--- src/hdl/decimal_digit_stream_pattern_search_unit_macros.svh ---
// assertion macros shared by the pattern search unit modules
// depends on nothing; included by each module that checks its own logic
`ifndef DECIMAL_DIGIT_STREAM_PATTERN_SEARCH_UNIT_MACROS_SVH
`define DECIMAL_DIGIT_STREAM_PATTERN_SEARCH_UNIT_MACROS_SVH

// same-cycle implication
`define DDSPS_ASSERT_NOW(lbl, clk, rst, ante, cons, msg) \
   lbl: assert property (@(posedge clk) disable iff (rst) (ante) |-> (cons)) \
      else $error(msg);

// next-cycle implication
`define DDSPS_ASSERT_NEXT(lbl, clk, rst, ante, cons, msg) \
   lbl: assert property (@(posedge clk) disable iff (rst) (ante) |=> (cons)) \
      else $error(msg);

`endif

--- src/hdl/ddsps_pkg.sv ---
// shared types and constants of the pattern search unit
// no dependencies; used by the interfaces and all modules
package ddsps_pkg;

   localparam int VALUE_W        = 31;
   localparam int OUT_W          = 32;
   localparam int DIGIT_W        = 4;
   localparam int NUM_DIGITS_MAX = 10;
   localparam int DIG_CNT_W      = $clog2(NUM_DIGITS_MAX + 1);
   localparam int DIG_IDX_W      = $clog2(NUM_DIGITS_MAX);
   localparam int RADIX          = 10;

   // divide by ten: q = (v * RECIP_10) >> RECIP_SHIFT, exact for v < 2^32
   localparam int RECIP_W        = 32;
   localparam logic [RECIP_W-1:0] RECIP_10 = 32'hCCCC_CCCD;
   localparam int RECIP_SHIFT    = 35;

   localparam int QUEUE_DEPTH    = 2;
   localparam int QPTR_W         = $clog2(QUEUE_DEPTH);
   localparam int QCNT_W         = $clog2(QUEUE_DEPTH + 1);

   localparam logic KIND_NUMBER  = 1'b0;
   localparam logic KIND_PATTERN = 1'b1;

   typedef logic [DIGIT_W-1:0] digit_type;
   typedef logic [NUM_DIGITS_MAX-1:0][DIGIT_W-1:0] digits_type;

   // digits are least significant first
   typedef struct packed {
      logic                 kind;
      logic                 last;
      logic [DIG_CNT_W-1:0] count;
      digits_type           digits;
   } job_type;

endpackage

--- src/hdl/ddsps_queue.sv ---
// short job queue between the front and back ends
// depends on ddsps_pkg and the assertion macro header
`include "decimal_digit_stream_pattern_search_unit_macros.svh"

module ddsps_queue (
   input  logic               clock,
   input  logic               reset,
   input  logic               push_valid,
   input  ddsps_pkg::job_type push_job,
   output logic               full,
   output logic               pop_valid,
   output ddsps_pkg::job_type pop_job,
   input  logic               pop_en
);

   ddsps_pkg::job_type              slot_ff [ddsps_pkg::QUEUE_DEPTH];
   logic [ddsps_pkg::QPTR_W-1:0]    wr_ptr_ff, wr_ptr_in;
   logic [ddsps_pkg::QPTR_W-1:0]    rd_ptr_ff, rd_ptr_in;
   logic [ddsps_pkg::QCNT_W-1:0]    count_ff, count_in;
   logic                            push_en;
   logic                            pop_do;

   assign full      = (count_ff == ddsps_pkg::QCNT_W'(ddsps_pkg::QUEUE_DEPTH));
   assign pop_valid = (count_ff != '0);
   assign pop_job   = slot_ff[rd_ptr_ff];
   assign push_en   = push_valid && !full;
   assign pop_do    = pop_en && pop_valid;

   always_comb begin
      wr_ptr_in = wr_ptr_ff;
      rd_ptr_in = rd_ptr_ff;
      if (push_en) begin
         wr_ptr_in = (wr_ptr_ff == ddsps_pkg::QPTR_W'(ddsps_pkg::QUEUE_DEPTH - 1))
                     ? '0 : wr_ptr_ff + 1'b1;
      end
      if (pop_do) begin
         rd_ptr_in = (rd_ptr_ff == ddsps_pkg::QPTR_W'(ddsps_pkg::QUEUE_DEPTH - 1))
                     ? '0 : rd_ptr_ff + 1'b1;
      end
      case ({push_en, pop_do})
         2'b10:   count_in = count_ff + 1'b1;
         2'b01:   count_in = count_ff - 1'b1;
         default: count_in = count_ff;
      endcase
   end

   always_ff @(posedge clock) begin
      if (reset) begin
         wr_ptr_ff <= '0;
         rd_ptr_ff <= '0;
         count_ff  <= '0;
      end else begin
         wr_ptr_ff <= wr_ptr_in;
         rd_ptr_ff <= rd_ptr_in;
         count_ff  <= count_in;
      end
   end

   always_ff @(posedge clock) begin
      if (push_en) begin
         slot_ff[wr_ptr_ff] <= push_job;
      end
   end

   `DDSPS_ASSERT_NOW(a_count_range, clock, reset, 1'b1, count_ff <= ddsps_pkg::QCNT_W'(ddsps_pkg::QUEUE_DEPTH), "queue: count out of range")
   `DDSPS_ASSERT_NOW(a_full_ptrs, clock, reset, full, wr_ptr_ff == rd_ptr_ff, "queue: pointers disagree with full count")
   `DDSPS_ASSERT_NOW(a_pop_empty, clock, reset, count_ff == '0, !pop_en, "queue: pop while empty")

endmodule

--- config.mk ---
export PLATFORM = sky130hd
export DESIGN_NAME = ddsps_queue
export DESIGN_NICKNAME = d
export VERILOG_FILES = /design/src/hdl/ddsps_pkg.sv /design/src/hdl/ddsps_queue.sv
export VERILOG_INCLUDE_DIRS = /design/src /design/src/hdl
export SDC_FILE = /design/constraint.sdc
export NUM_CORES = 1
export LEC_CHECK = 0
export ABC_CLOCK_PERIOD_IN_PS = 2000
export BUFFER_PORTS_ARGS = -buffer_cell sky130_fd_sc_hd__buf_2
export CAP_MARGIN = 20
export CORE_MARGIN = 3
export CORE_UTILIZATION = 46
export DETAILED_ROUTE_END_ITERATION = 16
export GPL_TIMING_DRIVEN = 0
export HOLD_SLACK_MARGIN = 0.12
export PLACE_DENSITY_LB_ADDON = 0.25
export SETUP_SLACK_MARGIN = 0.02
export SLEW_MARGIN = 0
export SYNTH_ARGS = -nofsm -noshare
export SYNTH_HDL_FRONTEND = slang
export SYNTH_SLANG_ARGS = --single-unit
--- constraint.sdc ---
create_clock -name clock -period 2 [get_ports clock]
set_input_delay 0.1 -clock clock [delete_from_list [all_inputs] [get_ports clock]]
set_output_delay 0.1 -clock clock [all_outputs]
set_load 0.02 [all_outputs]
### Word-level counts from Yosys, hierarchy flattened

Memory sizes are Yosys's and may differ from the RTL's. A register that Yosys moved wholly into a read port is not among the register bits.
Cells that the tools add are included.

* flip-flop bits (word level): 4
* word-level logic and storage cells: 23
* bits in writable memories: 92
* memories: 1

* mux-type cells: 7
* $add $sub $neg: 4
* equality and inequality tests: 3
* reduce and logical (&&, ||, !) cells: 5

Memories
* slot_ff: depth 2, width 46, read ports 1, clocked after memory_dff 1, wr ports 1, line ddsps_queue.sv:16 `ddsps_pkg::job_type slot_ff [ddsps_pkg::QUEUE_DEPTH];`

Operator list (number)
* $mux 1: 6
* $eq 2x2->1 const B: 2
* $pmux 2 s2: 1
* $reduce_bool 2->1: 2
* $add 1x1->1 const B: 2
* $add 2x1->2 const B: 1
* $eq 2x1->1 const B: 1
* $logic_and 1x1->1: 2
* $sub 2x1->2 const B: 1
* $logic_not 1->1: 1

### Depth between registers and ports, before layout

* word-level depth: 5
* gate-level depth with buffers: 6
* gate-level depth less buffers: 6

### Least setup slack after synthesis

OpenSTA, ideal clock, no wires.

* kind: register -> register
* start: register count_ff[0] in the netlist's numbering
* end: memory slot_ff[0][0] in the netlist's numbering (enable)
* cell stages (with the launch flop): 5
* setup time: 0.400 ns
* slack: -0.241 ns
* arrival: 1.841 ns
* clock period less this slack: 2.241 ns
* cell sequence: dfxtp_1 > nand2b_2 > inv_2 > or3_1 > inv_1

* longest elaborated chain between the ends: 5

RTL lines
* from (decl): line ddsps_queue.sv:19 `logic [ddsps_pkg::QCNT_W-1:0] count_ff, count_in;`
* from (signal assigned): line ddsps_queue.sv:55 `count_ff <= count_in;`
* $eq 2x2->1: line ddsps_queue.sv:23 `assign full = (count_ff == ddsps_pkg::QCNT_W'(ddsps_pkg::QUEUE_DEPTH));`
* net full: line ddsps_queue.sv:10 `output logic full,`
* $logic_not 1->1: line ddsps_queue.sv:26 `assign push_en = push_valid && !full;`
* $logic_and 1x1->1: line ddsps_queue.sv:26
* $mux 1: line ddsps_queue.sv:60 `if (push_en) begin`
* $mux 1 (not written as such): line ddsps_queue.sv:61 `slot_ff[wr_ptr_ff] <= push_job;`
* to (decl): line ddsps_queue.sv:16

The timed path passes the listed nets, and every way through them passes these cells.

### Worst setup path in the final report

* start: register count_ff[0] in the netlist's numbering
* end: memory slot_ff[0][12] in the netlist's numbering (enable)

* longest elaborated chain between the ends: 5

RTL lines (line)
* $eq 2x2->1: ddsps_queue.sv:23
* $logic_not 1->1: ddsps_queue.sv:26
* $logic_and 1x1->1: ddsps_queue.sv:26
* $mux 1: ddsps_queue.sv:60
* $mux 1 (not written as such): ddsps_queue.sv:61

No other way between the ends.

==> impl_metrics.ini <==
[power]
p_int_w = 0.00379
switching_share_pct = 31.7
vdd_drop_max_mv = 0.686
cellLeakagePower_nw = 1.83
combPwrFrac_pct = 32.9
power.density_nw_per_um2 = 1150
pwr-share-seq_pct = 47.6
total_power_w = 0.00555
p_switching_w = 0.00176
p_clk_share_pct = 19.4

[floorplanning]
ios = 98
placeableCoreArea_um2 = 7370
dieArea_um2 = 8770
die_h_um = 93.6
rows = 31
start_util_pct = 47.9
die_w_um = 93.6

[synth]
synth_seq_cells = 97
synthCells = 169
synthesis.nets = 220
synth_area_per_cell_um2 = 20.9
yosysUniqueCellTypes = 18
synth_area_um2 = 3530
ys_seq_area_share_pct = 81.0
ys_warn_count = 0

[timing]
finalHoldViolCount = 0
slew_viol_final = 0
max_clock_freq_mhz = 537
setup_viol = 0
period_share_pct = 93.1
hold_ws_ns = 0.187
fin_crit_ns = 1.86
worst_pin_slew_ns = 0.594
fin_skew_ns = 0.00631
rsz0062_at_grt = false
slew_headroom_pct = 60.4

[grt]
grtUsageTotal_pct = 14.3
grt_pass1_vias = 1984
grt_max_degree = 47
antenna_found_initial = 0
grt_pass1_wl_um = 9410
gr-total-overflow = 0

[cts]
cts.sink_count = 97
cts_root_buf = clkbuf_8
clk_pin_slew_ns = 0.09
cts_max_level = 3
post_cts_buffers = 0
cts_tree = yes
clk_latency_ns = 0.34
tritoncts.num_buffers = 9
cts_buffer_depth = 2

[finish]
nets = 377
regArea_um2 = 2860
multi_input_area_um2 = 634
final_cell_mix = buf_2 (102), edfxtp_1 (92), dlygate4sd3_1 (47), mux2_2 (46), clkbuf_8 (9)
antenna_cells = 0
drive_gt1_share_pct = 51.1
syn2layout_area_growth_pct = 36.5
final_common_cell = buf_2
fillers = 540
stdcell_count = 430

[detailed_routing]
drt_iter0_markers = 27
drt-total-wl_um = 6110
ant_nets = 0
wire_per_inst_um = 14.2
vias = 1994
drc_errors = 0
via_per_inst = 4.64
firstDrtPassIters = 4

[place]
dp_cells = 365
place_hpwl_um = 3690
routabilityCongestion = 0.704
io_buffers = 97

[critical_path]
rrSetupSlack_ns = 0.14
worstRegToRegCells = 4
crit_slowest_cell = or3_1
arrival_ns = 1.85
worstReg2RegStart = count_ff[0]
cp_max_fo = 23
timing.critical_path.depth = 4
critPathMaxStageDelay_ns = 0.43
worst-path-buf-inv = 2
path_class = reg2reg
critPathLaunchType = flip-flop
critPathTopFamily = simple AND/OR/NAND/NOR gates
cp-startpoint = count_ff[0]
r2r_end = slot_ff[0][12]
cp-end-kind = flip-flop
crit_end = slot_ff[0][12]
crit_chain = nand2b_2, inv_2, or3_1, clkinvlp_4
critPathRequiredTime_ns = 1.98

[worst_hold_path]
hold_path_class = in2reg

[run_status]
status = finished, final reports clean

[job]
max_cap_viol_count = 0
layer usage:
metal | up-vias | routed length, µm | track usage, %
li1 | 966 | - | -
met5 | - | 0 | 0
met2 | 55 | 3200 | 24.8
met1 | 967 | 2570 | 17.4
met4 | 0 | 76 | 5.78
met3 | 6 | 267 | 2.82
final cells by class:
class / instances / area share (%)
clock inverter: 7 / 0.960
tap: 99 / 2.57
inverter: 3 / 0.311
multi-input combinational: 64 / 13.2
sequential: 97 / 59.4
clock buffer: 9 / 2.57
timing repair inverter: 1 / 0.156
timing repair buffer: 145 / 20.4
buffer: 5 / 0.519
synthesized netlist by cell type:
library cell,number,area [µm²]
ha_1,1,12.5
a21oi_1,2,10.0
inv_2,1,3.75
and3_1,1,6.26
nand2b_2,1,8.76
xor2_1,1,8.76
dfxtp_1,5,100
nand2_1,1,3.75
o21a_1,1,7.51
inv_1,2,7.51
buf_2,5,25.0
nor2_1,3,11.3
edfxtp_1,92,2760
or2_2,1,6.26
or3_1,2,12.5
o21ai_0,2,10.0
mux2_2,46,518
xnor2_1,2,17.5
stage by stage:
| step | setup WS, ns | cell area, µm² | TNS [ns] | utilization [%] |
|---|---|---|---|---|
| floorplan | 0.151 | 3540 | 0 | - |
| global placement | -0.205 | 4150 | -9.27 | 56.3 |
| detailed placement | -0.186 | 4150 | -8.47 | 56.3 |
| CTS | 0.0541 | 4790 | 0 | 65.1 |
| global route | 0.0370 | 4820 | 0 | 65.4 |
| finish | 0.139 | 4820 | 0 | 65.4 |
worst reg2reg max path: cells and delay by family, from the launching register on:
kind	cells	cell delay, ns
simple gates	2	0.60
buf+inv	2	0.47
flops	1	0.42
sequential cells by signal, summed over array words and instances, names as in the netlist, named ones only:
register and flops:
wr_ptr_ff 1, slot_ff 92, count_ff 2, rd_ptr_ff 1
worst min-delay path by stage:
| stage | end | from | depth (start not counted) |
|---|---|---|---|
| floorplan | count_ff[1] | reset | 1 |
| global placement | slot_ff[0][21] | push_job[21] | 1 |
| detailed placement | slot_ff[0][10] | push_job[10] | 1 |
| CTS | wr_ptr_ff | push_valid | 4 |
| global route | rd_ptr_ff | pop_en | 4 |
| finish | wr_ptr_ff | push_valid | 4 |
kinds of logic after synthesis:
| group | share of synthesized area, % |
|---|---|
| mux | 14.7 |
| simple gates | 1.38 |
| xor+xnor | 0.744 |
| fa+ha+maj | 0.354 |
| compound gates | 0.779 |
| buf+inv | 1.03 |
| flops | 81.0 |
timing repair:
action	4_1_cts	5_1_grt
setup endpoints to repair	46	0
hold buffers	47	0
gates resized for setup	1	0
endpoints found under the hold margin	97	0
power groups by stage:
stage	Sequential (W)	Combinational [W]	Clock [W]
after floorplan	0.00267	0.00124	0
after global placement	0.00268	0.00175	0
after detailed placement	0.00270	0.00175	0
after CTS	0.00265	0.00185	0.00112
after global routing	0.00267	0.00196	0.00121
final	0.00264	0.00183	0.00108
No activity file was read; power rests on OpenSTA's default activity.
