File: config.mk
export PLATFORM = sky130hd
export DESIGN_NAME = ddsps_back_flat
export DESIGN_NICKNAME = d
export VERILOG_FILES = /design/src/hdl/ddsps_pkg.sv /design/src/hdl/ddsps_rsp_if.sv /design/src/hdl/ddsps_back.sv /design/src/flat_wrapper.sv
export VERILOG_INCLUDE_DIRS = /design/src /design/src/hdl
export SDC_FILE = /design/constraint.sdc
export NUM_CORES = 1
export LEC_CHECK = 0
export BUFFER_PORTS_ARGS = -buffer_cell sky130_fd_sc_hd__buf_2
export CELL_PAD_IN_SITES_DETAIL_PLACEMENT = 0
export CELL_PAD_IN_SITES_GLOBAL_PLACEMENT = 1
export CORE_ASPECT_RATIO = 0.75
export CORE_MARGIN = 2
export CORE_UTILIZATION = 51
export CTS_CLUSTER_SIZE = 24
export DETAILED_ROUTE_END_ITERATION = 16
export PLACE_DENSITY = 0.84
export SLEW_MARGIN = 20
export SYNTH_ARGS = -nofsm -noshare
export SYNTH_HDL_FRONTEND = slang
export SYNTH_SLANG_ARGS = --single-unit
File: constraint.sdc
create_clock -name clock -period 10.7 [get_ports clock]
set_input_delay 0.535 -clock clock [delete_from_list [all_inputs] [get_ports clock]]
set_output_delay 0.535 -clock clock [all_outputs]
set_load 0.05 [all_outputs]
File: src/hdl/decimal_digit_stream_pattern_search_unit_macros.svh
// assertion macros shared by the pattern search unit modules
// depends on nothing; included by each module that checks its own logic
`ifndef DECIMAL_DIGIT_STREAM_PATTERN_SEARCH_UNIT_MACROS_SVH
`define DECIMAL_DIGIT_STREAM_PATTERN_SEARCH_UNIT_MACROS_SVH

// same-cycle implication
`define DDSPS_ASSERT_NOW(lbl, clk, rst, ante, cons, msg) \
   lbl: assert property (@(posedge clk) disable iff (rst) (ante) |-> (cons)) \
      else $error(msg);

// next-cycle implication
`define DDSPS_ASSERT_NEXT(lbl, clk, rst, ante, cons, msg) \
   lbl: assert property (@(posedge clk) disable iff (rst) (ante) |=> (cons)) \
      else $error(msg);

`endif

File: src/hdl/ddsps_pkg.sv
// shared types and constants of the pattern search unit
// no dependencies; used by the interfaces and all modules
package ddsps_pkg;

   localparam int VALUE_W        = 31;
   localparam int OUT_W          = 32;
   localparam int DIGIT_W        = 4;
   localparam int NUM_DIGITS_MAX = 10;
   localparam int DIG_CNT_W      = $clog2(NUM_DIGITS_MAX + 1);
   localparam int DIG_IDX_W      = $clog2(NUM_DIGITS_MAX);
   localparam int RADIX          = 10;

   // divide by ten: q = (v * RECIP_10) >> RECIP_SHIFT, exact for v < 2^32
   localparam int RECIP_W        = 32;
   localparam logic [RECIP_W-1:0] RECIP_10 = 32'hCCCC_CCCD;
   localparam int RECIP_SHIFT    = 35;

   localparam int QUEUE_DEPTH    = 2;
   localparam int QPTR_W         = $clog2(QUEUE_DEPTH);
   localparam int QCNT_W         = $clog2(QUEUE_DEPTH + 1);

   localparam logic KIND_NUMBER  = 1'b0;
   localparam logic KIND_PATTERN = 1'b1;

   typedef logic [DIGIT_W-1:0] digit_type;
   typedef logic [NUM_DIGITS_MAX-1:0][DIGIT_W-1:0] digits_type;

   // digits are least significant first
   typedef struct packed {
      logic                 kind;
      logic                 last;
      logic [DIG_CNT_W-1:0] count;
      digits_type           digits;
   } job_type;

endpackage

File: src/hdl/ddsps_rsp_if.sv
// response channel of the pattern search unit: one search result per beat
// depends on ddsps_pkg
interface ddsps_rsp_if;
   logic                        valid;
   logic                        ready;
   logic [ddsps_pkg::OUT_W-1:0] digit_total;
   logic                        found;
   logic [ddsps_pkg::OUT_W-1:0] match_position;

   modport source (output valid, output digit_total, output found, output match_position,
                   input ready);
   modport sink   (input valid, input digit_total, input found, input match_position,
                   output ready);
endinterface

File: src/hdl/ddsps_back.sv
// back end: pushes digits into the stream window, matches the pattern, builds results
// depends on ddsps_pkg, ddsps_rsp_if and the assertion macro header
`include "decimal_digit_stream_pattern_search_unit_macros.svh"

module ddsps_back #(
   parameter int MAX_DIGITS  = 10,
   parameter int COUNT_WIDTH = 32
) (
   input  logic               clock,
   input  logic               reset,
   input  logic               pop_valid,
   input  ddsps_pkg::job_type pop_job,
   output logic               pop_en,
   ddsps_rsp_if.source        rsp_bus
);

   localparam logic BK_IDLE = 1'b0;
   localparam logic BK_RUN  = 1'b1;

   localparam int FILL_W = $clog2(MAX_DIGITS + 1);
   localparam int WIDE_W = COUNT_WIDTH + ddsps_pkg::OUT_W;

   logic                                   state_ff, state_in;
   ddsps_pkg::job_type                     job_ff, job_in;
   logic [ddsps_pkg::DIG_CNT_W-1:0]        left_ff, left_in;
   logic [MAX_DIGITS-1:0][ddsps_pkg::DIGIT_W-1:0] win_ff, win_in;
   logic [FILL_W-1:0]                      fill_ff, fill_in;
   logic [COUNT_WIDTH-1:0]                 count_ff, count_in;
   logic                                   seen_ff, seen_in;
   logic [COUNT_WIDTH-1:0]                 first_ff, first_in;
   ddsps_pkg::digits_type                  pat_ff, pat_in;
   logic [ddsps_pkg::DIG_CNT_W-1:0]        plen_ff, plen_in;

   logic                                   rsp_valid_ff, rsp_valid_in;
   logic [ddsps_pkg::OUT_W-1:0]            total_ff, total_in;
   logic                                   found_ff, found_in;
   logic [ddsps_pkg::OUT_W-1:0]            pos_ff, pos_in;

   logic [ddsps_pkg::DIG_IDX_W-1:0]        rd_idx;
   ddsps_pkg::digit_type                   cur_digit;
   ddsps_pkg::digits_type                  lane;
   logic [ddsps_pkg::NUM_DIGITS_MAX-1:0]   cmp_ok;
   logic                                   step;
   logic                                   done;
   logic                                   out_free;
   logic                                   emit;
   logic                                   hit;
   logic [FILL_W-1:0]                      fill_new;
   logic [COUNT_WIDTH-1:0]                 count_new;
   logic [WIDE_W-1:0]                      total_wide;
   logic [WIDE_W-1:0]                      first_wide;
   logic [ddsps_pkg::OUT_W-1:0]            total_sat;
   logic [ddsps_pkg::OUT_W-1:0]            first_sat;

   assign pop_en    = (state_ff == BK_IDLE) && pop_valid;
   assign rd_idx    = left_ff[ddsps_pkg::DIG_IDX_W-1:0] - 1'b1;
   assign cur_digit = job_ff.digits[rd_idx];
   assign step      = (state_ff == BK_RUN) && (left_ff != '0);
   assign done      = (state_ff == BK_RUN) && (left_ff == '0);
   assign out_free  = !rsp_valid_ff || rsp_bus.ready;
   assign emit      = done && job_ff.last && out_free;

   assign fill_new  = (fill_ff == FILL_W'(MAX_DIGITS)) ? fill_ff : fill_ff + 1'b1;
   assign count_new = (count_ff == '1) ? count_ff : count_ff + 1'b1;

   // newest digit in lane 0, older ones behind it
   always_comb begin
      lane[0] = cur_digit;
      for (int k = 1; k < ddsps_pkg::NUM_DIGITS_MAX; k++) begin
         lane[k] = win_ff[k-1];
      end
      for (int k = 0; k < ddsps_pkg::NUM_DIGITS_MAX; k++) begin
         cmp_ok[k] = (ddsps_pkg::DIG_CNT_W'(k) >= plen_ff) || (lane[k] == pat_ff[k]);
      end
   end

   assign hit = step && !seen_ff && (plen_ff != '0)
                && (fill_new >= FILL_W'(plen_ff)) && (&cmp_ok);

   assign total_wide = WIDE_W'(count_ff);
   assign first_wide = WIDE_W'(first_ff);
   assign total_sat  = (total_wide[WIDE_W-1:ddsps_pkg::OUT_W] != '0)
                       ? '1 : total_wide[ddsps_pkg::OUT_W-1:0];
   assign first_sat  = (first_wide[WIDE_W-1:ddsps_pkg::OUT_W] != '0)
                       ? '1 : first_wide[ddsps_pkg::OUT_W-1:0];

   always_comb begin
      state_in     = state_ff;
      job_in       = job_ff;
      left_in      = left_ff;
      win_in       = win_ff;
      fill_in      = fill_ff;
      count_in     = count_ff;
      seen_in      = seen_ff;
      first_in     = first_ff;
      pat_in       = pat_ff;
      plen_in      = plen_ff;
      rsp_valid_in = rsp_valid_ff && !rsp_bus.ready;
      total_in     = total_ff;
      found_in     = found_ff;
      pos_in       = pos_ff;
      unique case (state_ff)
         BK_IDLE: begin
            if (pop_valid) begin
               if (pop_job.kind == ddsps_pkg::KIND_PATTERN) begin
                  pat_in  = pop_job.digits;
                  plen_in = pop_job.count;
               end else begin
                  job_in   = pop_job;
                  left_in  = pop_job.count;
                  state_in = BK_RUN;
               end
            end
         end
         BK_RUN: begin
            if (step) begin
               left_in   = left_ff - 1'b1;
               win_in[0] = cur_digit;
               for (int i = 1; i < MAX_DIGITS; i++) begin
                  win_in[i] = win_ff[i-1];
               end
               fill_in  = fill_new;
               count_in = count_new;
               if (hit) begin
                  seen_in  = 1'b1;
                  first_in = count_new - COUNT_WIDTH'(plen_ff) + 1'b1;
               end
            end else if (!job_ff.last) begin
               state_in = BK_IDLE;
            end else if (emit) begin
               rsp_valid_in = 1'b1;
               total_in     = total_sat;
               if (plen_ff == '0) begin
                  found_in = 1'b1;
                  pos_in   = ddsps_pkg::OUT_W'(1);
               end else if (seen_ff) begin
                  found_in = 1'b1;
                  pos_in   = first_sat;
               end else begin
                  found_in = 1'b0;
                  pos_in   = '0;
               end
               fill_in  = '0;
               count_in = '0;
               seen_in  = 1'b0;
               first_in = '0;
               state_in = BK_IDLE;
            end
         end
         default: begin
            state_in = BK_IDLE;
         end
      endcase
   end

   always_ff @(posedge clock) begin
      if (reset) begin
         state_ff     <= BK_IDLE;
         fill_ff      <= '0;
         count_ff     <= '0;
         seen_ff      <= 1'b0;
         first_ff     <= '0;
         plen_ff      <= '0;
         rsp_valid_ff <= 1'b0;
      end else begin
         state_ff     <= state_in;
         fill_ff      <= fill_in;
         count_ff     <= count_in;
         seen_ff      <= seen_in;
         first_ff     <= first_in;
         plen_ff      <= plen_in;
         rsp_valid_ff <= rsp_valid_in;
      end
   end

   always_ff @(posedge clock) begin
      job_ff   <= job_in;
      left_ff  <= left_in;
      win_ff   <= win_in;
      pat_ff   <= pat_in;
      total_ff <= total_in;
      found_ff <= found_in;
      pos_ff   <= pos_in;
   end

   assign rsp_bus.valid          = rsp_valid_ff;
   assign rsp_bus.digit_total    = total_ff;
   assign rsp_bus.found          = found_ff;
   assign rsp_bus.match_position = pos_ff;

   `DDSPS_ASSERT_NOW(a_seen_pos, clock, reset, seen_ff, first_ff != '0, "back: match recorded at position zero")
   `DDSPS_ASSERT_NOW(a_miss_zero, clock, reset, rsp_valid_ff && !found_ff, pos_ff == '0, "back: position set without a match")
   `DDSPS_ASSERT_NOW(a_left_range, clock, reset, state_ff == BK_RUN, left_ff <= ddsps_pkg::DIG_CNT_W'(ddsps_pkg::NUM_DIGITS_MAX), "back: digit count out of range")
   `DDSPS_ASSERT_NOW(a_fill_range, clock, reset, 1'b1, fill_ff <= FILL_W'(MAX_DIGITS), "back: window fill out of range")

endmodule
File: src/flat_wrapper.sv
// flat-port wrapper written by rule: the top's interface ports become plain ports
module ddsps_back_flat 
#(
   parameter int MAX_DIGITS  = 10,
   parameter int COUNT_WIDTH = 32
)
  (clock, reset, pop_valid, pop_job, pop_en, rsp_bus_valid, rsp_bus_digit_total, rsp_bus_found, rsp_bus_match_position, rsp_bus_ready);
  ddsps_rsp_if rsp_bus_i ();
  input  logic clock;
  input  logic reset;
  input  logic pop_valid;
  input  ddsps_pkg::job_type pop_job;
  output logic pop_en;
  output wire logic [$bits(rsp_bus_i.valid)-1:0] rsp_bus_valid;
  output wire logic [$bits(rsp_bus_i.digit_total)-1:0] rsp_bus_digit_total;
  output wire logic [$bits(rsp_bus_i.found)-1:0] rsp_bus_found;
  output wire logic [$bits(rsp_bus_i.match_position)-1:0] rsp_bus_match_position;
  input wire logic [$bits(rsp_bus_i.ready)-1:0] rsp_bus_ready;
  assign rsp_bus_valid = rsp_bus_i.valid;
  assign rsp_bus_digit_total = rsp_bus_i.digit_total;
  assign rsp_bus_found = rsp_bus_i.found;
  assign rsp_bus_match_position = rsp_bus_i.match_position;
  assign rsp_bus_i.ready = rsp_bus_ready;
  ddsps_back #(.MAX_DIGITS(MAX_DIGITS), .COUNT_WIDTH(COUNT_WIDTH)) u_core (.clock(clock), .reset(reset), .pop_valid(pop_valid), .pop_job(pop_job), .pop_en(pop_en), .rsp_bus(rsp_bus_i));
endmodule
Word level (Yosys, flattened, before mapping):

Index checks and enable logic that the tools add are counted.

* word-level logic and storage cells: 150
* register bits after elaboration: 261

* $lt $le $gt $ge: 12
* muxes and demuxes: 32
* equal/unequal tests: 16
* bitwise gates (word level): 4
* add/subtract/negate cells: 5
* reduce and logical (&&, ||, !) cells: 39

Operator list (number)
* 32-bit two-way mux: 6
* 32-bit by 1-bit adder with 32-bit output, second input constant: 2
* 4-bit equality test: 10
* 32-bit equality test, second input constant: 1
* 4-bit two-way mux: 8
* 32-bit by 4-bit subtractor with 32-bit output: 1
* 4-bit binary-select mux with 4-bit select: 1
* 3-bit by 4-bit >= comparator with 1-bit output, first input constant: 4
* 1-bit two-way mux: 15
* 3-bit AND reduction: 4
* 1-bit logical OR: 11
* 1-bit logical AND: 10
* 10-bit AND reduction: 1
* 1-bit by 4-bit >= comparator with 1-bit output, first input constant: 2
* 2-bit by 4-bit >= comparator with 1-bit output, first input constant: 2
* 4-bit >= comparator, first input constant: 2
* 4-bit logical NOT: 2
* 2-bit != test, second input constant: 4
* 4-bit one-hot mux with 2 select lines: 1
* 4-bit AND reduction: 2
* 4-bit nonzero test: 2
* 4-bit by 5-bit less-than comparator with 1-bit output, second input constant: 1
* 4-bit by 1-bit adder with 4-bit output, second input constant: 1
* 4-bit equality test, second input constant: 1
* other kinds (8): 14

Longest topological paths before layout:

Gate-level depths: netlist of the first run.

* depth after elaboration: 9
* mapped depth: 22

Worst setup path after synthesis of the first run:

OpenSTA, ideal clock, no wires.

* path type: register -> register
* from: register u_core.count_ff[4]
* to: register u_core.first_ff[31]
* clock period less this slack: 4.758 ns
* cell stages (with the launch flop): 21
* path buffers: 2
* data arrival time: 4.641 ns
* path slack: 5.942 ns
* path through: dfxtp_1 > clkbuf_1 > nand4_1 > nor3_1 > and2_1 > nand4_1 > and3_1 > and3_1 > nand4_1 > xnor2_1 > ha_1 > clkbuf_1 > a2111o_1 > o21ai_1 > o21ai_1 > a2111oi_0 > nor2_1 > o41ai_1 > o21ai_0 > xnor2_1 > o21ai_1

* cells in the longest elaborated chain, start to end: 6
* elaborated cells between the ends (all ways): 7
* classes of those cells: add/sub: 3; eq/ne: 1; mux: 3

RTL lines
* from (decl): RTL line ddsps_back.sv:28 `logic [COUNT_WIDTH-1:0] count_ff, count_in;`
* from (signal assigned): RTL line ddsps_back.sv:168 `count_ff <= count_in;`
* 32-bit by 1-bit adder with 32-bit output / 32-bit equality test (equally long branches): RTL line ddsps_back.sv:64 `assign count_new = (count_ff == '1) ? count_ff : count_ff + 1'b1;`
* 32-bit two-way mux *: RTL line ddsps_back.sv:64
* 32-bit by 4-bit subtractor with 32-bit output *: RTL line ddsps_back.sv:126 `first_in = count_new - COUNT_WIDTH'(plen_ff) + 1'b1;`
* 32-bit by 1-bit adder with 32-bit output *: RTL line ddsps_back.sv:126
* 32-bit two-way mux *: RTL line ddsps_back.sv:124 `if (hit) begin`
* 32-bit two-way mux *: RTL line ddsps_back.sv:116 `if (step) begin`
* to (signal assigned): RTL line ddsps_back.sv:170 `first_ff <= first_in;`
* to (decl): RTL line ddsps_back.sv:30 `logic [COUNT_WIDTH-1:0] first_ff, first_in;`

Every way passes the cells marked *; elsewhere a longest branch is shown, timed or not. The select of a mux whose other input is x is not followed.
A chain may end at the register's enable or synchronous reset.

Final worst setup path of the first run:

Ends and elaborated chain as after synthesis.

==> results of run 1 <==
-- worst max path at each step --
stage	to	startpoint	slack, ps
2_1_floorplan	u_core.first_ff[31]$_SDFFE_PP0P_	u_core.count_ff[4]$_SDFFE_PP0P_	5940
3_3_place_gp	u_core.first_ff[31]$_SDFFE_PP0P_	u_core.count_ff[4]$_SDFFE_PP0P_	5470
5_1_grt	u_core.first_ff[31]$_SDFFE_PP0P_	u_core.count_ff[4]$_SDFFE_PP0P_	4410
3_5_place_dp	u_core.first_ff[31]$_SDFFE_PP0P_	u_core.count_ff[25]$_SDFFE_PP0P_	5310
4_1_cts	u_core.first_ff[31]$_SDFFE_PP0P_	u_core.count_ff[4]$_SDFFE_PP0P_	5230
6_report	u_core.first_ff[31]$_SDFFE_PP0P_	u_core.count_ff[4]$_SDFFE_PP0P_	5190
-- metrics by stage --
step,cells,power (mW),util
after global placement,1429,1.33,0.558
final,1473,2.13,0.590
after detailed placement,1429,1.34,0.558
after floorplan,1043,1.28,-
after global routing,1473,2.20,0.590
after CTS,1473,2.14,0.590
-- where the power goes --
group | switching, mW | internal (mW) | leakage (nW)
Sequential | 0.0191 | 1.11 | 2.27
Combinational | 0.118 | 0.0689 | 2.36
Clock | 0.365 | 0.444 | 0.352
Total | 0.502 | 1.63 | 4.99
-- cells in the final DEF, fill, tap and decap left out, types with 13 or more instances in the layout --
| master | netlist | layout |
|---|---|---|
| and2_1 | 39 | 39 |
| xor2_1 | 32 | 32 |
| nand2_1 | 66 | 66 |
| o21ai_0 | 19 | 19 |
| dfxtp_1 | 75 | 75 |
| a21oi_1 | 73 | 73 |
| nor2_1 | 102 | 100 |
| edfxtp_1 | 186 | 186 |
| nand3_1 | 28 | 28 |
| inv_1 | 48 | 48 |
| buf_2 | 2 | 116 |
| a22oi_1 | 29 | 29 |
| ha_1 | 42 | 42 |
| o21ai_1 | 19 | 19 |
| clkbuf_16 | 0 | 25 |
| and3_1 | 14 | 14 |
| nand4_1 | 29 | 29 |
| nor3_1 | 20 | 20 |
| a21o_1 | 13 | 13 |
| xnor2_1 | 64 | 64 |
-- Yosys cell counts, drive strengths merged (3+ instances only) --
| cell | count | area (µm²) |
|---|---|---|
| edfxtp | 186 | 5590 |
| nor2 | 102 | 383 |
| dfxtp | 75 | 1500 |
| a21oi | 74 | 374 |
| nand2 | 66 | 248 |
| xnor2 | 64 | 561 |
| inv | 48 | 180 |
| ha | 42 | 526 |
| and2 | 40 | 253 |
| o21ai | 39 | 206 |
| clkbuf | 32 | 120 |
| xor2 | 32 | 280 |
| a22oi | 29 | 218 |
| nand4 | 29 | 181 |
| nand3 | 28 | 140 |
| nor3 | 20 | 100 |
| and3 | 14 | 87.6 |
| a21o | 13 | 97.6 |
| mux4 | 8 | 180 |
| a211oi | 7 | 52.6 |
| a31oi | 7 | 43.8 |
| buf | 7 | 62.6 |
| mux2i | 7 | 70.1 |
| nand3b | 7 | 52.6 |
| nand2b | 6 | 37.5 |
| nor2b | 6 | 37.5 |
| o21bai | 6 | 45.0 |
| or3 | 6 | 37.5 |
| nor4 | 5 | 31.3 |
| o311ai | 4 | 65.1 |
| a2111oi | 3 | 26.3 |
| a41oi | 3 | 26.3 |
| or4 | 3 | 22.5 |
-- registers in the layout, summed over array words and instances (netlist names), 4 cells and up --
signal / cells
u_core.rsp_bus.match_position: 32
u_core.fill_ff: 4
u_core.plen_ff: 4
u_core.lane: 36
u_core.left_ff: 4
u_core.pat_ff: 40
u_core.job_ff: 41
u_core.rsp_bus.digit_total: 32
u_core.first_ff: 32
u_core.count_ff: 32
-- final cells by class --
| cell class | instances | area, µm² |
|---|---|---|
| Clock buffer | 34 | 679 |
| Clock inverter | 10 | 57.6 |
| Fill cell | 1936 | 9480 |
| Inverter | 50 | 188 |
| Multi-Input combinational cell | 693 | 4610 |
| Sequential cell | 261 | 7090 |
| Tap cell | 300 | 375 |
| Timing Repair Buffer | 125 | 648 |
-- cell families after synthesis --
kind of cell / count (synthesis) / share of synthesized area
flip-flops: 261 / 0.588
AO/OA/AOI/OAI: 201 / 0.108
AND/OR/NAND/NOR: 338 / 0.138
XOR/XNOR: 96 / 0.0698
adder cells (fa/ha/maj): 43 / 0.0453
multiplexers: 15 / 0.0208
buffers and inverters: 89 / 0.0307
-- metal layers --
metal,routed length (µm),part of all wire,vias up
li1,-,-,4022
met1,14900,0.54,3912
met2,10300,0.38,274
met3,1830,0.067,29
met4,338,0.012,0
met5,0,0,-
==> reports/metrics.yaml, run 1 <==
grtUsageMet3: 0.0365
cts_hold_buf: 0
crit_type: "flip-flop to flip-flop"
n_antenna_cell: 0
syn_nets: 1136
syn_to_final_growth_pct: 13.3
rsz0062_at_grt: "false"
r2r_setup_slack_ps: 5190
ys.flop_type: "edfxtp_1"
layout-drive-gt1-share: 0.154
syn_area_mm2: 0.0120
cpLargestDelayFamily: "simple AND/OR/NAND/NOR gates"
cts_buffers: 25
antenna_found_initial: 0
holdWs_ps: 198
synth_cell_types: 58
nets: 1249
pin_count: 117
grtUsageTotal: 0.221
cellPowerDensity_mw_per_mm2: 156
rows: 48
postLayoutSetupSlackWorst_ps: 5190
htree_num_levels: 1
drv_slew: 0
r2r.worst_path.cells: 20
synth_edf_count: 186
ant_nets: 0
cap_viol_max_count: 0
worstSetupEndpointType: "flip-flop"
synth_seq_area_share: 0.588
dr.pass1.iters: 5
timing.rr.start: "u_core.count_ff[4]$_SDFFE_PP0P_"
clk_latency_ps: 520
timing.fmax_ghz: 0.182
period_needed_ps: 5510
grt_max_degree: 76
cts_tree: "done"
ctsRootBufferMaster: "clkbuf_16"
maxSlewHeadroom: 0.280
place.port_buffers: 116
gp_congestion: 0.865
synthArstFlopShare: 0
cp_data_arrival_time_ps: 5910
period_share: 0.514
clockBufferDepth: 3
p_leak_nw: 4.99
final_area_mm2: 0.0136
drc_errors: 0
vias: 8237
critPathMaxFanout: 8
worst-path-stages: 20
min_path_cells: 1
cp_slowest_cell: "dfxtp_1"
irDropWorstVdd_v: 0.0000974
die_y_um: 137
hp-start: "pop_job[44]"
rr_endpoint: "u_core.first_ff[31]$_SDFFE_PP0P_"
setup_viol: 0
hold_viol_final: 0
min_path_type: "input port to flip-flop"
start_kind: "flip-flop"
slowest_delay_ps: 490
gr-usage-met1: 0.376
gr-usage-met2: 0.289
core_mm2: 0.0231
netlist_instances: 1043
avgSynthCellArea_um2: 11.6
yosys_register_bits: 261
cts_setup_buffers: 0
die_w_um: 181
worstPathRequired_ps: 11100
die-area_mm2: 0.0249
grt_most_used_layer: "met1"
dpl_cell_area_mm2: 0.0129
tightest_slew_ps: 1080
status: "complete, no violations"
clock-skew-final_ps: 18.2
crit_buf_inv: 2
cts.sinks: 261
routed_wl_um: 27400
finalSetupTns_ps: 0
drt_iter0_markers: 745
initial_core_util: 0.521
grt_pass1_vias: 7511
crit_chain: "nand4_1, nor3_1, and2_1, nand4_1, nand4_1, inv_1, and3_1, xor2_1, inv_1, ha_1, a2111oi_0, nor3_1, o21ai_1, o21ai_1, a2111oi_0, nor2_1, o41ai_1, o21ai_0, xnor2_1, o21ai_1"
viasPerCell: 5.59
drt-wirelength-per-cell_um: 18.6
path_clk_slew_ps: 60
yosys_warnings: 0
cts_resized: 0
grt_pass1_wl_um: 42700
hold_end: "u_core.job_ff[44]$_DFFE_PP_"
post-dp-hpwl_um: 19000
overflow: 0
dp_slack_ps: 5310
Power figures use the tool's default switching activity.
==> inputs of run 2 (changes only) <==
Settings changed: CORE_UTILIZATION 51 to 43, PLACE_DENSITY 0.84 to 0.76.
Clock period 10.7 ns to 4.8 ns, I/O delays scaled along.
==> run 2 against run 1 <==
- via count up 3.6%
- non-clock buffer count up 78
- highest routed layer unchanged
- clock skew down 7.8 ps
- sequential power up 120%
- critical path depth down 1
- register-to-register slack worse by 4800 ps
==> reports/metrics.yaml, run 2 (synthesis results as in run 1) <==
grtUsageMet3: 0.0348  # -0.00164
layout-drive-gt1-share: 0.188  # +0.0336
gr-usage-met1: 0.336  # -0.0402
start_kind: "flip-flop"
p_leak_nw: 5.46  # +9.5%
core_mm2: 0.0278  # +20%
switchingPower_mw: 1.18  # +130%
path_clk_slew_ps: 60  # about the same
ctsRootBufferMaster: "clkbuf_16"
rows: 53  # +10%
hold_viol_final: 0  # unchanged
crit_chain: "and3_1, and3_2, and2_1, nand4_1, and3_1, and2_1, nand3_1, xnor2_1, inv_1, ha_1, a21o_1, a21o_1, a211oi_1, a311o_1, nand2_1, a21o_1, a211o_1, a32oi_1, nor2_1"
die-area_mm2: 0.0294  # +18%
combPwrFrac: 0.091  # +0.003
dpl.cell_count: 1516  # +6.1%
tightest_slew_ps: 1180  # +108 ps
clk_latency_ps: 530  # about the same
setup_viol: 0  # unchanged
seq_power_share: 0.489  # -0.043
final_area_mm2: 0.0147  # +7.6%
grt_max_degree: 66  # -13%
crit_type: "flip-flop to flip-flop"
drt-wirelength-per-cell_um: 18.3  # -1.8%
post-dp-hpwl_um: 20500  # +7.7%
largest_reg_flops: 41  # unchanged
dpl_cell_area_mm2: 0.0132  # +2.3%
period_share: 0.926  # +0.412
cellPowerDensity_mw_per_mm2: 350  # +120%
vias: 8536  # +3.6%
layout.cells.most_common_list: "edfxtp_1, buf_2, nor2_1"
grt_most_used_layer: "met1"
worstPathRequired_ps: 5200  # -5900 ps
syn_to_final_growth_pct: 21.9
irDropWorstVdd_v: 0.000264  # +170%
regArea_mm2: 0.00709  # about the same
cts_buffers: 27  # +8.0%
gp_congestion: 0.861  # -0.40%
cpLargestDelayFamily: "compound AO/OA/AOI/OAI gates"
drc_errors: 0  # unchanged
final_util: 0.528  # -0.0618
n_fill_cell: 2371  # +22%
final_cells: 1613  # +9.5%
grt_pass1_vias: 7875  # +4.8%
status: "complete, no violations"
htree_num_levels: 1  # unchanged
cts_tree: "done"
cp_slowest_cell: "a211oi_1"
maxSlewHeadroom: 0.203  # -0.0767
grt_pass1_wl_um: 45400  # +6.3%
routed_wl_um: 29500  # +7.5%
period_needed_ps: 4450  # -1060 ps
die_y_um: 149  # +8.6%
clock-skew-final_ps: 10.4  # -7.80 ps
place.port_buffers: 116  # unchanged
ant_nets: 0  # unchanged
antenna_found_initial: 0  # unchanged
clockBufferDepth: 3  # unchanged
crit_buf_inv: 1  # -1
viasPerCell: 5.29  # -5.4%
timing.fmax_ghz: 0.225  # +24%
worstSetupEndpointType: "flip-flop"
cap_viol_max_count: 0  # unchanged
overflow: 0  # unchanged
p_int_mw: 3.97  # +140%
multi_input_comb_area_mm2: 0.00471  # +2.0%
dr.pass1.iters: 5  # unchanged
critPathMaxFanout: 6  # -2
nets: 1329  # +6.4%
grtUsageTotal: 0.198  # -0.0237
gr-usage-met2: 0.255  # -0.0342
top_register: "u_core.job_ff"
cpMostUsedCell: "a21o_1"
die_w_um: 197  # +8.7%
p_sw_frac: 0.228  # -0.00749
pwr-share-clk: 0.421  # +0.040
n_antenna_cell: 0  # unchanged
initial_core_util: 0.434  # -0.0874
min_path_type: "input port to flip-flop"
drv_slew: 0  # unchanged
final_common_cell: "edfxtp_1"
cts.sinks: 261  # unchanged
cp_data_arrival_time_ps: 4840  # -1070 ps
pin_count: 117  # unchanged
slowest_delay_ps: 410  # -80 ps
drt_iter0_markers: 727  # -2.4%
run 2: cell types whose count changed in the layout (fill, tap and decap cells not counted), sizes merged:
cell         delta
dlygate4sd3    +45
buf            +33
bufinv          +5
clkinv          +4
clkbuf          -2
clkinvlp        -2
run 2: worst reg2reg max path, stage by stage (launching register included):
cell and delay (ps):
dfxtp_1 350, and3_1 200, and3_2 240, and2_1 180
nand4_1 140, and3_1 230, and2_1 220, nand3_1 150
xnor2_1 270, inv_1 80, ha_1 400, a21o_1 210
a21o_1 170, a211oi_1 410, a311o_1 240, nand2_1 90
a21o_1 190, a211o_1 300, a32oi_1 190, nor2_1 60
run 2: path summary, 6_finish.rpt:
check / slack, ps / depth (start not counted) / start / to
worst max-delay path: 350 / 19 / u_core.count_ff[17]$_SDFFE_PP0P_ / u_core.first_ff[28]$_SDFFE_PP0P_
worst min-delay path: 130 / 3 / rsp_bus_ready / u_core.rsp_bus.valid$_SDFF_PP0_
worst max register to register: 350 / 19 / u_core.count_ff[17]$_SDFFE_PP0P_ / u_core.first_ff[28]$_SDFFE_PP0P_
worst min register to register: 450 / 2 / u_core.first_ff[30]$_SDFFE_PP0P_ / u_core.first_ff[30]$_SDFFE_PP0P_
run 2: through the flow:
step | hold WS [ps] | power [mW] | setup WS, ps | TNS, ps
global route | 149 | 5.32 | -5.05 | -5.05
detailed placement | 426 | 2.99 | 161 | 0
finish | 127 | 5.14 | 353 | 0
CTS | 110 | 5.18 | 128 | 0
global placement | 422 | 2.99 | 206 | 0
floorplan | 339 | 2.85 | 41.6 | 0
run 2: what timing repair did:
action                                  4_1_cts  5_1_grt
buffers inserted                              0        3
hold endpoints to repair                     85        0
endpoints found under the setup margin        0        9
gates resized for setup                       0       21
hold buffers                                 45        0
run 2: final cells by class:
| cell class | instances | share of cell area |
|---|---|---|
| timing repair buffer | 203 | 0.0917 |
| multi-input combinational | 693 | 0.320 |
| inverter | 50 | 0.0128 |
| tap | 357 | 0.0304 |
| sequential | 261 | 0.483 |
| clock buffer | 32 | 0.0473 |
| clock inverter | 17 | 0.0145 |
run 2: power by group through the flow:
stage / combinational (mW) / clock [mW] / sequential (mW)
final: 0.466 / 2.16 / 2.51
after global placement: 0.425 / 0 / 2.56
after CTS: 0.460 / 2.21 / 2.51
after floorplan: 0.284 / 0 / 2.56
after detailed placement: 0.428 / 0 / 2.56
after global routing: 0.506 / 2.30 / 2.52
run 2: routing by layer:
metal,vias to the layer above,share of wire
met1,4049,0.54
met4,0,0.015
met2,260,0.38
met5,-,0
met3,34,0.065
li1,4193,-
